==> src/rtl/nfpa_pkg.sv <==
package nfpa_pkg;

	localparam int ID_W   = 8;
	localparam int SIZE_W = 16;
	localparam int ST_W   = 3;

	localparam logic [ST_W-1:0] ST_DONE     = 3'd0;
	localparam logic [ST_W-1:0] ST_NOFIT    = 3'd1;
	localparam logic [ST_W-1:0] ST_TOOBIG   = 3'd2;
	localparam logic [ST_W-1:0] ST_DUP      = 3'd3;
	localparam logic [ST_W-1:0] ST_NOTFOUND = 3'd4;

	localparam logic [ID_W-1:0]   FREE_TAG     = 8'h23;
	localparam logic [SIZE_W-1:0] SEG_RESET    = 16'd4096;
	localparam int                PADDR_W      = 3;
	localparam logic              REG_SEG_SIZE = 1'b0;
	localparam logic              CMD_STORE    = 1'b0;
	localparam logic              CMD_DELETE   = 1'b1;

	typedef struct packed {
		logic [SIZE_W-1:0] start;
		logic [SIZE_W-1:0] size;
		logic              used;
		logic [ID_W-1:0]   owner;
	} entry_t;

endpackage

==> src/rtl/nfpa_ifs.sv <==
interface nfpa_req_if;
	logic                          valid;
	logic                          ready;
	logic                          command;
	logic [nfpa_pkg::ID_W-1:0]     owner_id;
	logic [nfpa_pkg::SIZE_W-1:0]   request_size;

	modport source (output valid, command, owner_id, request_size, input ready);
	modport sink   (input valid, command, owner_id, request_size, output ready);
endinterface

interface nfpa_rsp_if;
	logic                          valid;
	logic                          ready;
	logic [nfpa_pkg::ST_W-1:0]     status;
	logic [nfpa_pkg::SIZE_W-1:0]   start_offset;

	modport source (output valid, status, start_offset, input ready);
	modport sink   (input valid, status, start_offset, output ready);
endinterface

==> src/rtl/nfpa_ram.sv <==
module nfpa_ram #(
	parameter int WIDTH = 41,
	parameter int DEPTH = 32
) (
	input  logic                     clk,
	input  logic                     we,
	input  logic [$clog2(DEPTH)-1:0] waddr,
	input  logic [WIDTH-1:0]         wdata,
	input  logic [$clog2(DEPTH)-1:0] raddr,
	output logic [WIDTH-1:0]         rdata
);
	logic [WIDTH-1:0] mem [DEPTH];

	always_ff @(posedge clk) begin
		if (we) begin
			mem[waddr] <= wdata;
		end
		rdata <= mem[raddr];
	end
endmodule

==> src/rtl/next_fit_partition_allocator.sv <==
// Next-fit partition allocator. The partition table (start, size, used, owner) sits in a
// one-read one-write RAM with a registered read, so every request walks the table one entry
// a cycle. A transfer on req is a store (command 0) or a delete (command 1); each gives one
// transfer on rsp. Every request first sweeps the table from the top entry down, which
// yields the free-run suffix sums, the next-fit candidate and the owner match. A store that
// goes ahead then re-reads the chosen run, shifts the entries above it and writes the head
// and, if the run is split, the free tail. The walk is bound by the single table read port,
// and a finished result may wait for the result slot to drain. After reset the block writes
// entry 0 in S_INIT before req goes ready. Writing segment_size (APB, byte address 0)
// reinitialises the table to one free partition; only do so while the block is idle.
module next_fit_partition_allocator #(
	parameter int MAX_PARTS = 32
) (
	input  logic                          clk,
	input  logic                          arst_n,
	nfpa_req_if.sink                      req,
	nfpa_rsp_if.source                    rsp,
	input  logic                          psel,
	input  logic                          penable,
	input  logic                          pwrite,
	input  logic [nfpa_pkg::PADDR_W-1:0]  paddr,
	input  logic [31:0]                   pwdata,
	output logic [31:0]                   prdata,
	output logic                          pready
);
	import nfpa_pkg::*;

	localparam int AW = $clog2(MAX_PARTS);
	localparam int CW = AW + 1;

	typedef enum logic [9:0] {
		S_INIT = 10'b00_0000_0001,
		S_IDLE = 10'b00_0000_0010,
		S_SCAN = 10'b00_0000_0100,
		S_DEC  = 10'b00_0000_1000,
		S_RUN  = 10'b00_0001_0000,
		S_CHK  = 10'b00_0010_0000,
		S_COPY = 10'b00_0100_0000,
		S_FIX  = 10'b00_1000_0000,
		S_FIX2 = 10'b01_0000_0000,
		S_RESP = 10'b10_0000_0000
	} state_t;

	state_t            state_q;
	logic [SIZE_W-1:0] seg_q;
	logic [CW-1:0]     count_q;
	logic [AW-1:0]     fp_q;

	// latched request
	logic              cmd_q;
	logic [ID_W-1:0]   id_q;
	logic [SIZE_W-1:0] req_q;

	// table walk: read issue and returning data tag
	logic [AW-1:0]     rd_q;
	logic              more_q;
	logic [AW-1:0]     end_q;
	logic              vld_s1;
	logic [AW-1:0]     idx_s1;

	// sweep results
	logic [SIZE_W:0]   suf_q;
	logic              hi_found_q, lo_found_q, dup_q;
	logic [AW-1:0]     hi_q, lo_q, where_q;
	entry_t            where_ent_q;

	// chosen run
	logic [AW-1:0]     x_q;
	logic [SIZE_W-1:0] xstart_q;
	logic [SIZE_W:0]   sum_q;
	logic [CW-1:0]     k_q;
	logic              split_q;
	logic              up_q;
	logic [CW-1:0]     shift_q;
	logic [CW-1:0]     newcnt_q;

	logic [ST_W-1:0]   res_status_q;
	logic [SIZE_W-1:0] res_off_q;
	logic              out_valid_q;
	logic [ST_W-1:0]   out_status_q;
	logic [SIZE_W-1:0] out_off_q;

	logic              cfg_wr;
	logic              req_acc;
	logic              slot_free;
	logic              ram_we;
	logic [AW-1:0]     ram_waddr;
	entry_t            ram_wdata;
	entry_t            ram_rdata;
	logic [SIZE_W:0]   suf_new;
	logic              fits;
	logic [SIZE_W:0]   sum_new;
	logic              chk_split;
	logic [CW-1:0]     chk_lo;

	assign cfg_wr    = psel && penable && pwrite && (paddr[2] == REG_SEG_SIZE);
	assign pready    = 1'b1;
	assign prdata    = (paddr[2] == REG_SEG_SIZE) ? {16'd0, seg_q} : 32'd0;

	assign req.ready = (state_q == S_IDLE);
	assign req_acc   = req.valid && req.ready;
	assign slot_free = !out_valid_q || rsp.ready;

	assign rsp.valid        = out_valid_q;
	assign rsp.status       = out_status_q;
	assign rsp.start_offset = out_off_q;

	// sweep step: suffix sum of the free run from this entry up
	assign suf_new   = ram_rdata.used ? '0 : suf_q + {1'b0, ram_rdata.size};
	assign fits      = !ram_rdata.used && (suf_new >= {1'b0, req_q});
	assign sum_new   = sum_q + {1'b0, ram_rdata.size};
	assign chk_split = ({1'b0, req_q} < sum_q);
	assign chk_lo    = (k_q == CW'(1) && chk_split) ? CW'(x_q) + CW'(1) : CW'(x_q) + k_q;

	nfpa_ram #(
		.WIDTH ($bits(entry_t)),
		.DEPTH (MAX_PARTS)
	) u_table (
		.clk   (clk),
		.we    (ram_we),
		.waddr (ram_waddr),
		.wdata (ram_wdata),
		.raddr (rd_q),
		.rdata (ram_rdata)
	);

	// table write port
	always_comb begin
		ram_we    = 1'b0;
		ram_waddr = '0;
		ram_wdata = '0;
		if (cfg_wr || state_q == S_INIT) begin
			ram_we          = 1'b1;
			ram_wdata.size  = cfg_wr ? pwdata[15:0] : seg_q;
			ram_wdata.owner = FREE_TAG;
		end else begin
			unique case (state_q)
				S_DEC: begin
					if (cmd_q == CMD_DELETE && dup_q) begin
						ram_we          = 1'b1;
						ram_waddr       = where_q;
						ram_wdata       = where_ent_q;
						ram_wdata.used  = 1'b0;
						ram_wdata.owner = FREE_TAG;
					end
				end
				S_COPY: begin
					ram_we    = vld_s1;
					ram_waddr = up_q ? idx_s1 + AW'(1) : AW'({1'b0, idx_s1} - shift_q);
					ram_wdata = ram_rdata;
				end
				S_FIX: begin
					ram_we          = 1'b1;
					ram_waddr       = x_q;
					ram_wdata.start = xstart_q;
					ram_wdata.size  = split_q ? req_q : sum_q[SIZE_W-1:0];
					ram_wdata.used  = 1'b1;
					ram_wdata.owner = id_q;
				end
				S_FIX2: begin
					ram_we          = 1'b1;
					ram_waddr       = x_q + AW'(1);
					ram_wdata.start = xstart_q + req_q;
					ram_wdata.size  = sum_q[SIZE_W-1:0] - req_q;
					ram_wdata.used  = 1'b0;
					ram_wdata.owner = FREE_TAG;
				end
				default: begin
				end
			endcase
		end
	end

	// result slot: a finished result may wait here while the next request runs
	always_ff @(posedge clk or negedge arst_n) begin
		if (!arst_n) begin
			out_valid_q <= 1'b0;
		end else if (state_q == S_RESP && slot_free) begin
			out_valid_q <= 1'b1;
		end else if (rsp.ready) begin
			out_valid_q <= 1'b0;
		end
	end

	always_ff @(posedge clk) begin
		if (state_q == S_RESP && slot_free) begin
			out_status_q <= res_status_q;
			out_off_q    <= res_off_q;
		end
	end

	// control
	always_ff @(posedge clk or negedge arst_n) begin
		if (!arst_n) begin
			state_q <= S_INIT;
			seg_q   <= SEG_RESET;
			count_q <= CW'(1);
			fp_q    <= '0;
			more_q  <= 1'b0;
			vld_s1  <= 1'b0;
		end else begin
			if (cfg_wr) begin
				seg_q   <= pwdata[15:0];
				count_q <= CW'(1);
				fp_q    <= '0;
			end
			unique case (state_q)
				S_INIT: begin
					state_q <= S_IDLE;
				end
				S_IDLE: begin
					if (req_acc) begin
						more_q  <= 1'b1;
						state_q <= S_SCAN;
					end
				end
				S_SCAN: begin
					vld_s1 <= more_q;
					if (more_q && rd_q == '0) begin
						more_q <= 1'b0;
					end
					if (vld_s1 && idx_s1 == '0) begin
						vld_s1  <= 1'b0;
						more_q  <= 1'b0;
						state_q <= S_DEC;
					end
				end
				S_DEC: begin
					state_q <= S_RESP;
					if (cmd_q == CMD_STORE && req_q <= seg_q && req_q != '0
							&& (hi_found_q || lo_found_q)) begin
						fp_q <= hi_found_q ? hi_q : lo_q;
						if (!dup_q) begin
							more_q  <= 1'b1;
							state_q <= S_RUN;
						end
					end
				end
				S_RUN: begin
					vld_s1 <= 1'b1;
					if (vld_s1 && sum_new >= {1'b0, req_q}) begin
						vld_s1  <= 1'b0;
						more_q  <= 1'b0;
						state_q <= S_CHK;
					end
				end
				S_CHK: begin
					if (k_q == CW'(1) && chk_split && count_q == CW'(MAX_PARTS)) begin
						state_q <= S_RESP;
					end else if (chk_lo >= count_q) begin
						state_q <= S_FIX;
					end else begin
						more_q  <= 1'b1;
						state_q <= S_COPY;
					end
				end
				S_COPY: begin
					vld_s1 <= more_q;
					if (more_q && rd_q == end_q) begin
						more_q <= 1'b0;
					end
					if (vld_s1 && idx_s1 == end_q) begin
						vld_s1  <= 1'b0;
						more_q  <= 1'b0;
						state_q <= S_FIX;
					end
				end
				S_FIX: begin
					count_q <= newcnt_q;
					state_q <= split_q ? S_FIX2 : S_RESP;
				end
				S_FIX2: begin
					state_q <= S_RESP;
				end
				S_RESP: begin
					if (slot_free) begin
						state_q <= S_IDLE;
					end
				end
				default: begin
					state_q <= S_INIT;
				end
			endcase
		end
	end

	// datapath registers
	always_ff @(posedge clk) begin
		idx_s1 <= rd_q;
		unique case (state_q)
			S_IDLE: begin
				cmd_q      <= req.command;
				id_q       <= req.owner_id;
				req_q      <= req.request_size;
				rd_q       <= AW'(count_q - CW'(1));
				suf_q      <= '0;
				hi_found_q <= 1'b0;
				lo_found_q <= 1'b0;
				dup_q      <= 1'b0;
			end
			S_SCAN: begin
				if (more_q && rd_q != '0) begin
					rd_q <= rd_q - AW'(1);
				end
				if (vld_s1) begin
					suf_q <= suf_new;
					if (fits && idx_s1 >= fp_q) begin
						hi_found_q <= 1'b1;
						hi_q       <= idx_s1;
					end
					if (fits && idx_s1 < fp_q) begin
						lo_found_q <= 1'b1;
						lo_q       <= idx_s1;
					end
					if (ram_rdata.used && ram_rdata.owner == id_q) begin
						dup_q       <= 1'b1;
						where_q     <= idx_s1;
						where_ent_q <= ram_rdata;
					end
				end
			end
			S_DEC: begin
				res_off_q <= '0;
				x_q       <= hi_found_q ? hi_q : lo_q;
				rd_q      <= hi_found_q ? hi_q : lo_q;
				sum_q     <= '0;
				k_q       <= '0;
				if (cmd_q == CMD_DELETE) begin
					res_status_q <= dup_q ? ST_DONE : ST_NOTFOUND;
				end else if (req_q > seg_q) begin
					res_status_q <= ST_TOOBIG;
				end else if (req_q == '0 || !(hi_found_q || lo_found_q)) begin
					res_status_q <= ST_NOFIT;
				end else begin
					res_status_q <= ST_DUP;
				end
			end
			S_RUN: begin
				rd_q <= rd_q + AW'(1);
				if (vld_s1) begin
					sum_q <= sum_new;
					k_q   <= k_q + CW'(1);
					if (k_q == '0) begin
						xstart_q <= ram_rdata.start;
					end
				end
			end
			S_CHK: begin
				split_q      <= chk_split;
				up_q         <= (k_q == CW'(1)) && chk_split;
				shift_q      <= k_q - CW'(1) - CW'(chk_split);
				newcnt_q     <= count_q - k_q + CW'(1) + CW'(chk_split);
				res_status_q <= ST_NOFIT;
				if ((k_q == CW'(1)) && chk_split) begin
					rd_q  <= AW'(count_q - CW'(1));
					end_q <= x_q + AW'(1);
				end else begin
					rd_q  <= AW'(chk_lo);
					end_q <= AW'(count_q - CW'(1));
				end
			end
			S_COPY: begin
				if (more_q && rd_q != end_q) begin
					rd_q <= up_q ? rd_q - AW'(1) : rd_q + AW'(1);
				end
			end
			S_FIX: begin
				res_status_q <= ST_DONE;
				res_off_q    <= xstart_q;
			end
			default: begin
			end
		endcase
	end

endmodule

==> src/flat_wrapper.sv <==
// flat-port wrapper written by rule: the top's interface ports become plain ports
module next_fit_partition_allocator_flat import nfpa_pkg::*;
#(
	parameter int MAX_PARTS = 32
)
  (clk, arst_n, psel, penable, pwrite, paddr, pwdata, prdata, pready, req_valid, req_command, req_owner_id, req_request_size, req_ready, rsp_valid, rsp_status, rsp_start_offset, rsp_ready);
  nfpa_req_if req_i ();
  nfpa_rsp_if rsp_i ();
  input  logic clk;
  input  logic arst_n;
  input  logic psel;
  input  logic penable;
  input  logic pwrite;
  input  logic [nfpa_pkg::PADDR_W-1:0] paddr;
  input  logic [31:0] pwdata;
  output logic [31:0] prdata;
  output logic pready;
  input wire logic [$bits(req_i.valid)-1:0] req_valid;
  input wire logic [$bits(req_i.command)-1:0] req_command;
  input wire logic [$bits(req_i.owner_id)-1:0] req_owner_id;
  input wire logic [$bits(req_i.request_size)-1:0] req_request_size;
  output wire logic [$bits(req_i.ready)-1:0] req_ready;
  output wire logic [$bits(rsp_i.valid)-1:0] rsp_valid;
  output wire logic [$bits(rsp_i.status)-1:0] rsp_status;
  output wire logic [$bits(rsp_i.start_offset)-1:0] rsp_start_offset;
  input wire logic [$bits(rsp_i.ready)-1:0] rsp_ready;
  assign req_i.valid = req_valid;
  assign req_i.command = req_command;
  assign req_i.owner_id = req_owner_id;
  assign req_i.request_size = req_request_size;
  assign req_ready = req_i.ready;
  assign rsp_valid = rsp_i.valid;
  assign rsp_status = rsp_i.status;
  assign rsp_start_offset = rsp_i.start_offset;
  assign rsp_i.ready = rsp_ready;
  next_fit_partition_allocator #(.MAX_PARTS(MAX_PARTS)) u_core (.clk(clk), .arst_n(arst_n), .req(req_i), .rsp(rsp_i), .psel(psel), .penable(penable), .pwrite(pwrite), .paddr(paddr), .pwdata(pwdata), .prdata(prdata), .pready(pready));
endmodule
==> config.mk <==
export PLATFORM = sky130hd
export DESIGN_NAME = next_fit_partition_allocator_flat
export DESIGN_NICKNAME = d
export VERILOG_FILES = /design/src/rtl/nfpa_pkg.sv /design/src/rtl/nfpa_ifs.sv /design/src/rtl/nfpa_ram.sv /design/src/rtl/next_fit_partition_allocator.sv /design/src/flat_wrapper.sv
export SDC_FILE = /design/constraint.sdc
export NUM_CORES = 2
export LEC_CHECK = 0
export ABC_AREA = 1
export BUFFER_PORTS_ARGS = -buffer_cell sky130_fd_sc_hd__buf_2
export CAP_MARGIN = 20
export CORE_MARGIN = 1.5
export CORE_UTILIZATION = 45
export CTS_CLUSTER_SIZE = 24
export DETAILED_ROUTE_END_ITERATION = 16
export PLACE_DENSITY_LB_ADDON = 0.08
export SETUP_SLACK_MARGIN = 0.15
export SYNTH_ARGS = -nofsm -noshare
export SYNTH_HDL_FRONTEND = slang
export SYNTH_SLANG_ARGS = --single-unit
==> constraint.sdc <==
create_clock -name clk -period 5.1 [get_ports clk]
set_clock_uncertainty 0.1 [all_clocks]
set_input_delay 1.02 -clock clk [delete_from_list [all_inputs] [get_ports clk]]
set_output_delay 1.02 -clock clk [all_outputs]
set_load 0.02 [all_outputs]
# Word-level counts from Yosys, hierarchy flattened
# Memory sizes are Yosys's and may differ from the RTL's. A register that Yosys moved wholly into a read port is not among the register bits.
# Index checks and enable logic that the tools add are counted.
[classes]
reduce_logical = 56
order_cmp = 8
n_addsub = 18
n_eq_ne = 34
bitwise_logic = 2
mux = 81
[ops]
columns = ["cell", "count"]
rows = [
  ["case mux 41 bit (4 select lines)", 1],
  ["case mux 10 bit (10 select lines)", 1],
  ["2-to-1 mux 10 bit", 9],
  ["2-to-1 mux 16 bit", 5],
  ["case mux 17 bit (2 select lines)", 2],
  ["2-to-1 mux 5 bit", 12],
  ["2-to-1 mux 17 bit", 3],
  ["2-to-1 mux 41 bit", 1],
  ["adder 17 x 16 -> 17 bit", 2],
  [">= comparator 17 x 16 -> 1 bit", 2],
  ["case mux 16 bit (2 select lines)", 1],
  ["case mux 5 bit (6 select lines)", 1],
  ["2-to-1 mux 1 bit", 26],
  ["2-to-1 mux 6 bit", 4],
  ["!= test 2 x 1 -> 1 bit (second input constant)", 12],
  ["AND reduction 3 bit", 8],
  ["logical AND 1 bit", 22],
  ["case mux 5 bit (4 select lines)", 1],
  ["less-than comparator 16 x 17 -> 1 bit", 1],
  ["adder 16 bit", 1],
  ["> comparator 16 bit", 1],
  ["<= comparator 16 bit", 1],
  ["logical NOT 16 bit", 1],
  ["2-to-1 mux 8 bit", 2],
  ["51 further kinds", 79],
]
[totals]
ramBits = 1312
input_bits = 67
output_inout_bits = 54
n_memories = 1
elab_cells = 234
regBits = 242
[memory_table]
columns = ["memory", "words", "width", "read_ports", "rd_ports_with_merged_regs", "wr", "line_no", "source"]
rows = [
  ["u_core.u_table.mem", 32, 41, 1, 1, 1, "nfpa_ram.sv:12", "logic [WIDTH-1:0] mem [DEPTH];"],
]

# Logic depth before layout (Yosys ltp)
[depth]
depth_word = 8
depth_mapped = 33
depth_no_buf = 33

# Hierarchy
# From an unflattened synthesis, not the netlist that was laid out.
[hier_totals]
hier_cells = 6419
area_unflattened_um2 = 71627.4
[modules_own_cells]
columns = ["module", "area_each_um2", "n_inst", "seq_area_each_um2", "cells_each"]
rows = [
  ["nfpa_ram", 55250.5, 1, 40218.6, 4516],
  ["next_fit_partition_allocator", 16377.0, 1, 7020.5, 1903],
]

# Worst setup path after synthesis
# OpenSTA, ideal clock, no wires.
[synth_timing]
path_type = "flip-flop to flip-flop"
from = "register u_core.state_q[9]"
to = "register u_core.dup_q, enable pin"
path_stages_with_launch = 9
slack_ns = 0.465
required_time_ns = 4.697
arrival_ns = 4.232
path_buffers = 0
setup_ns = 0.303
synth_period_minus_slack_ns = 4.635
path_cell_list = "dfrtp_1 nor2_4 nand4_1 nor2_1 inv_1 nor2_1 inv_1 nor3_1 or2_2"
[synth_via]
elab_chain_len = 3
word_cells_on_any_way = 6
cone_classes = "eq/ne (4); reduce/logical (2)"
[synth_lines]
columns = ["element", "line_no", "source"]
rows = [
  ["from (decl)", "next_fit_partition_allocator.sv:44", "state_t state_q;"],
  ["from (signal assigned)", "next_fit_partition_allocator.sv:270", "state_q <= split_q ? S_FIX2 : S_RESP;"],
  ["equality test 10 x 3 -> 1 bit or equality test 10 x 2 -> 1 bit (tied branches)", "next_fit_partition_allocator.sv:290", "unique case (state_q)"],
  ["!= test 2 x 1 -> 1 bit (no line) or nonzero test 2 bit (tied branches)", "n/a", ""],
  ["AND reduction 3 bit (no line) *", "n/a", ""],
  ["to (signal assigned)", "next_fit_partition_allocator.sv:299", "dup_q <= 1'b0;"],
  ["to (signal assigned)", "next_fit_partition_allocator.sv:316", "dup_q <= 1'b1;"],
  ["to (decl)", "next_fit_partition_allocator.sv:63", "logic hi_found_q, lo_found_q, dup_q;"],
]
# Mark *: on every way between the ends. The rest lies on a longest branch, timed or not.
# A chain may end at the register's enable or synchronous reset.

# Final worst setup path
[layout_timing]
from = "register u_core.sum_q[14]"
to = "register u_core.more_q"
[layout_via]
elab_chain_len = 6
word_cells_on_any_way = 12
cone_classes = "add/sub (1); order compare (3); eq/ne (3); mux (1); reduce/logical (4)"
[layout_lines]
columns = ["element", "line_no", "source"]
rows = [
  ["from (decl)", "next_fit_partition_allocator.sv:70", "logic [SIZE_W:0] sum_q;"],
  ["from (signal assigned)", "next_fit_partition_allocator.sv:341", "sum_q <= sum_new;"],
  ["parallel branches: the longest is 5 deep, another holds adder 17 x 16 -> 17 bit", "n/a", ""],
  ["AND reduction 9 bit (no line) *", "n/a", ""],
  ["to (signal assigned)", "next_fit_partition_allocator.sv:253", "more_q <= 1'b1;"],
  ["to (signal assigned)", "next_fit_partition_allocator.sv:260", "more_q <= 1'b0;"],
  ["to (signal assigned)", "next_fit_partition_allocator.sv:264", "more_q <= 1'b0;"],
  ["to (decl)", "next_fit_partition_allocator.sv:56", "logic more_q;"],
]
# Every way passes the cells marked *.

==> summary.md <==
| Metric | Value |
|---|---|
| Initial DRT Pass Iterations | 5 |
| Iter 0 DRT Violations | 5,062 |
| GRT Resource Usage Total | 0.2683 |
| Gate Count Post-Synth | 5,623 |
| Pleak | 25.77 nW |
| Critical Path Sink Type | flip-flop |
| Tcrit/Tclk final | 0.8681 |
| MaxCap Viol Count | 0 |
| Count leader, synth | edfxtp_1 |
| Largest net degree at the start of global routing | 181 |
| Via Count | 45,940 |
| Global-route wire length before repair | 300.1 mm |
| FF-to-FF End | u_core.more_q |
| Post-route minimum period | 4.427 ns |
| Post-synth EDFFs | 1,509 |
| Reg power frac | 0.382 |
| Reg2Reg Setup Slack | 0.67 ns |
| Internal power | 26.47 mW |
| Routed Antenna Nets | 0 |
| Die height | 391.5 um |
| Yosys warning count | 0 |
| Share of cells above drive strength 1 | 0.1074 |
| Slew margin rel. | 0.2399 |
| Register area | 0.04724 sq mm |
| Critical-path top delay cell | fa_1 |
| Crit path buffers/inverters | 7 |
| Worst vdd ir | 0.6284 mV |
| Min-delay worst type | primary input to async pin |
| Ports | 121 |
| Number of global-route vias before repair | 43,490 |
| Mapped cell area | 0.06792 sq mm |
| Avg Cell Area, Syn | 12.08 sq um |
| Hpwl dp | 120.8 mm |
| Congestion Overflow GR | 0 |
| Flops & latches, synth | 1,595 |
| R2R Path Start | u_core.sum_q[14] |
| Filler cells | 12,930 |
| CP required | 5.71 ns |
| Final setup vio count | 0 |
| Fin. Hold Viols | 0 |
| CTS clk-pin slew, worst paths | 0.06 ns |
| Row cnt | 142 |
| Cell family with most CP delay | simple AND/OR/NAND/NOR gates |
| Crit Path Class | flip-flop to flip-flop |
| Worst path max stage delay | 0.43 ns |
| Tot Pwr | 42.18 mW |
| Layout Area Growth over Synthesis | 13.83% |
| Multi-input logic area | 0.01861 sq mm |
| CTS tree | yes |
| Core area | 0.1498 sq mm |
| Worst EP arrival | 5.04 ns |
| Worst-Margin Slew | 1.140 ns |
| Setup slack after layout | 0.6726 ns |
| Clock Latency Late Sink | 0.81 ns |
| Most frequent CP cell | inv_1 |
| Crit path max fanout | 6 |
| Unrepaired setup endpoints after global routing | false |
| Synth top cells by count | edfxtp_1, nor2_1, o21ai_0 |
| Routed WL | 206.3 mm |
| CTS max path bufs | 3 |
| Clk sinks | 1,595 |
| Sw power | 15.71 mW |
| Max Clk Rate | 0.2259 GHz |
| Ys flop type | edfxtp_1 |
| Synth area leader | edfxtp_1 |
| Layout Nets | 6,000 |
| Post-synthesis sequential area ratio | 0.6955 |
| H-tree Lvls | 4 |
| Yosys top cell area share | 0.6672 |
| Die ar. | 0.1533 sq mm |
| Sw Ratio | 0.3725 |
| DP Worst Slack | 0.4218 ns |
| Power Dens Cells | 545.6 mW/mm^2 |
| Setup_tns | 0 ns |
| Initial Util | 0.4535 |
| Root Buffer | clkbuf_16 |
| IO buf count | 85 |
| Wire per inst | 26.04 um |
| Cell variety after synth | 59 |
| Vias per inst | 5.800 |
| Routability Congestion | 0.9190 |
| Slew Viols, Final | 0 |
| Hold buffers post-CTS | 0 |
| Combinational share of power | 0.326 |
| Initial antenna violation count | 11 |
| Status | complete, no violations |
| Async set-reset flop share out of synthesis | 0.02508 |
| Die X-Extent | 391.5 um |
| Clk pwr share | 0.291 |
| Startpoint types | flip-flop |
| Area contributors post-synth | edfxtp_1, o21ai_0, nor2_1, ha_1, nand2_1 |
| FF-to-FF path depth | 28 |
| DR DRC count | 0 |
| CTS buffer count | 170 |
==> power by group through the flow <==
stage,Clock [mW],Combinational (mW),Sequential (mW)
after floorplan,0,8.40,16.1
after global placement,0,13.5,16.4
after detailed placement,0,13.6,16.4
after CTS,12.5,13.6,16.1
after global routing,13.0,15.0,16.2
final,12.3,13.8,16.1
==> metal layers <==
layer,track usage,up-vias,part of all wire
li1,-,20860,-
met1,0.3882,23090,0.44
met2,0.4200,1716,0.46
met3,0.03852,277,0.072
met4,0.08185,0,0.026
met5,0,-,0
==> final cells by class <==
class | count | share of cell area
well taps | 2016 | 0.03263
clock buffers | 247 | 0.06168
inverters | 284 | 0.01402
clock inverters | 68 | 0.009856
repair buffers | 283 | 0.02994
multi-input cells | 3426 | 0.2408
flip-flops and latches | 1595 | 0.6110
diodes | 2 | 0.00006474
==> stage by stage <==
step | instance area, sq um | hold WS [ns] | utilization | std cells
3_3_place_gp | 71680 | 0.3011 | 0.4786 | 7599
6_report | 77310 | 0.06613 | 0.5162 | 7921
3_5_place_dp | 71700 | 0.3052 | 0.4787 | 7601
2_1_floorplan | 67980 | 0.2427 | - | 5638
4_1_cts | 77230 | 0.02497 | 0.5157 | 7916
5_1_grt | 77300 | 0.07139 | 0.5161 | 7919
==> sequential cells by signal (all words and copies together), names as in the netlist, 6 cells and up <==
register / flops
u_core.u_table.mem: 1312
u_core.u_table.rdata: 41
u_core.where_ent_q: 32
u_core.suf_q: 17
u_core.sum_q: 17
u_core.req_q: 16
u_core.res_off_q: 16
u_core.rsp.start_offset: 16
u_core.seg_q: 16
u_core.xstart_q: 16
u_core.state_q: 10
u_core.id_q: 8
u_core.count_q: 6
u_core.k_q: 6
u_core.newcnt_q: 6
==> worst max path at each step <==
stage / cells after the start / endpoint / from
4_1_cts: 28 / u_core.more_q / u_core.sum_q[14]
3_3_place_gp: 28 / u_core.more_q / u_core.sum_q[14]
6_report: 28 / u_core.more_q / u_core.sum_q[14]
3_5_place_dp: 28 / u_core.more_q / u_core.sum_q[14]
5_1_grt: 28 / u_core.more_q / u_core.sum_q[14]
2_1_floorplan: 8 / u_core.dup_q / u_core.state_q[9]
==> cells by family (layout without fill, tap and decap cells) <==
group                      after synthesis  after routing  synth area share
buffers and inverters                  617            882           0.03651
other                                    2             19         0.0001106
and+or+nand+nor                       1684           1684            0.1008
xor gates and xnor gates                54             54          0.006963
adders and majority gates              173            173           0.03275
DFF                                   1595           1595            0.6955
AOI/OAI and AO/OA                     1498           1498            0.1273
==> cell usage in the layout, fill, tap and decap left out, types with 46 or more instances in the layout <==
cell type     n
a21oi_1     189
a31oi_1      67
buf_2        85
buf_4       167
clkbuf_1     59
clkbuf_16   174
dfxtp_1      46
edfxtp_1   1509
ha_1        165
inv_1       269
nand2_1     507
nand3_1     121
nor2_1      879
nor3_1       57
o21ai_0     774
o221ai_1     97
o22ai_1     237
==> what timing repair did <==
item | in CTS | in global routing
setup buffers | 0 | 0
gates resized for setup | 0 | 2
hold endpoints to repair | 0 | 0
setup endpoints to repair | 0 | 1
Note: power is estimated with default switching activity, not from simulation.
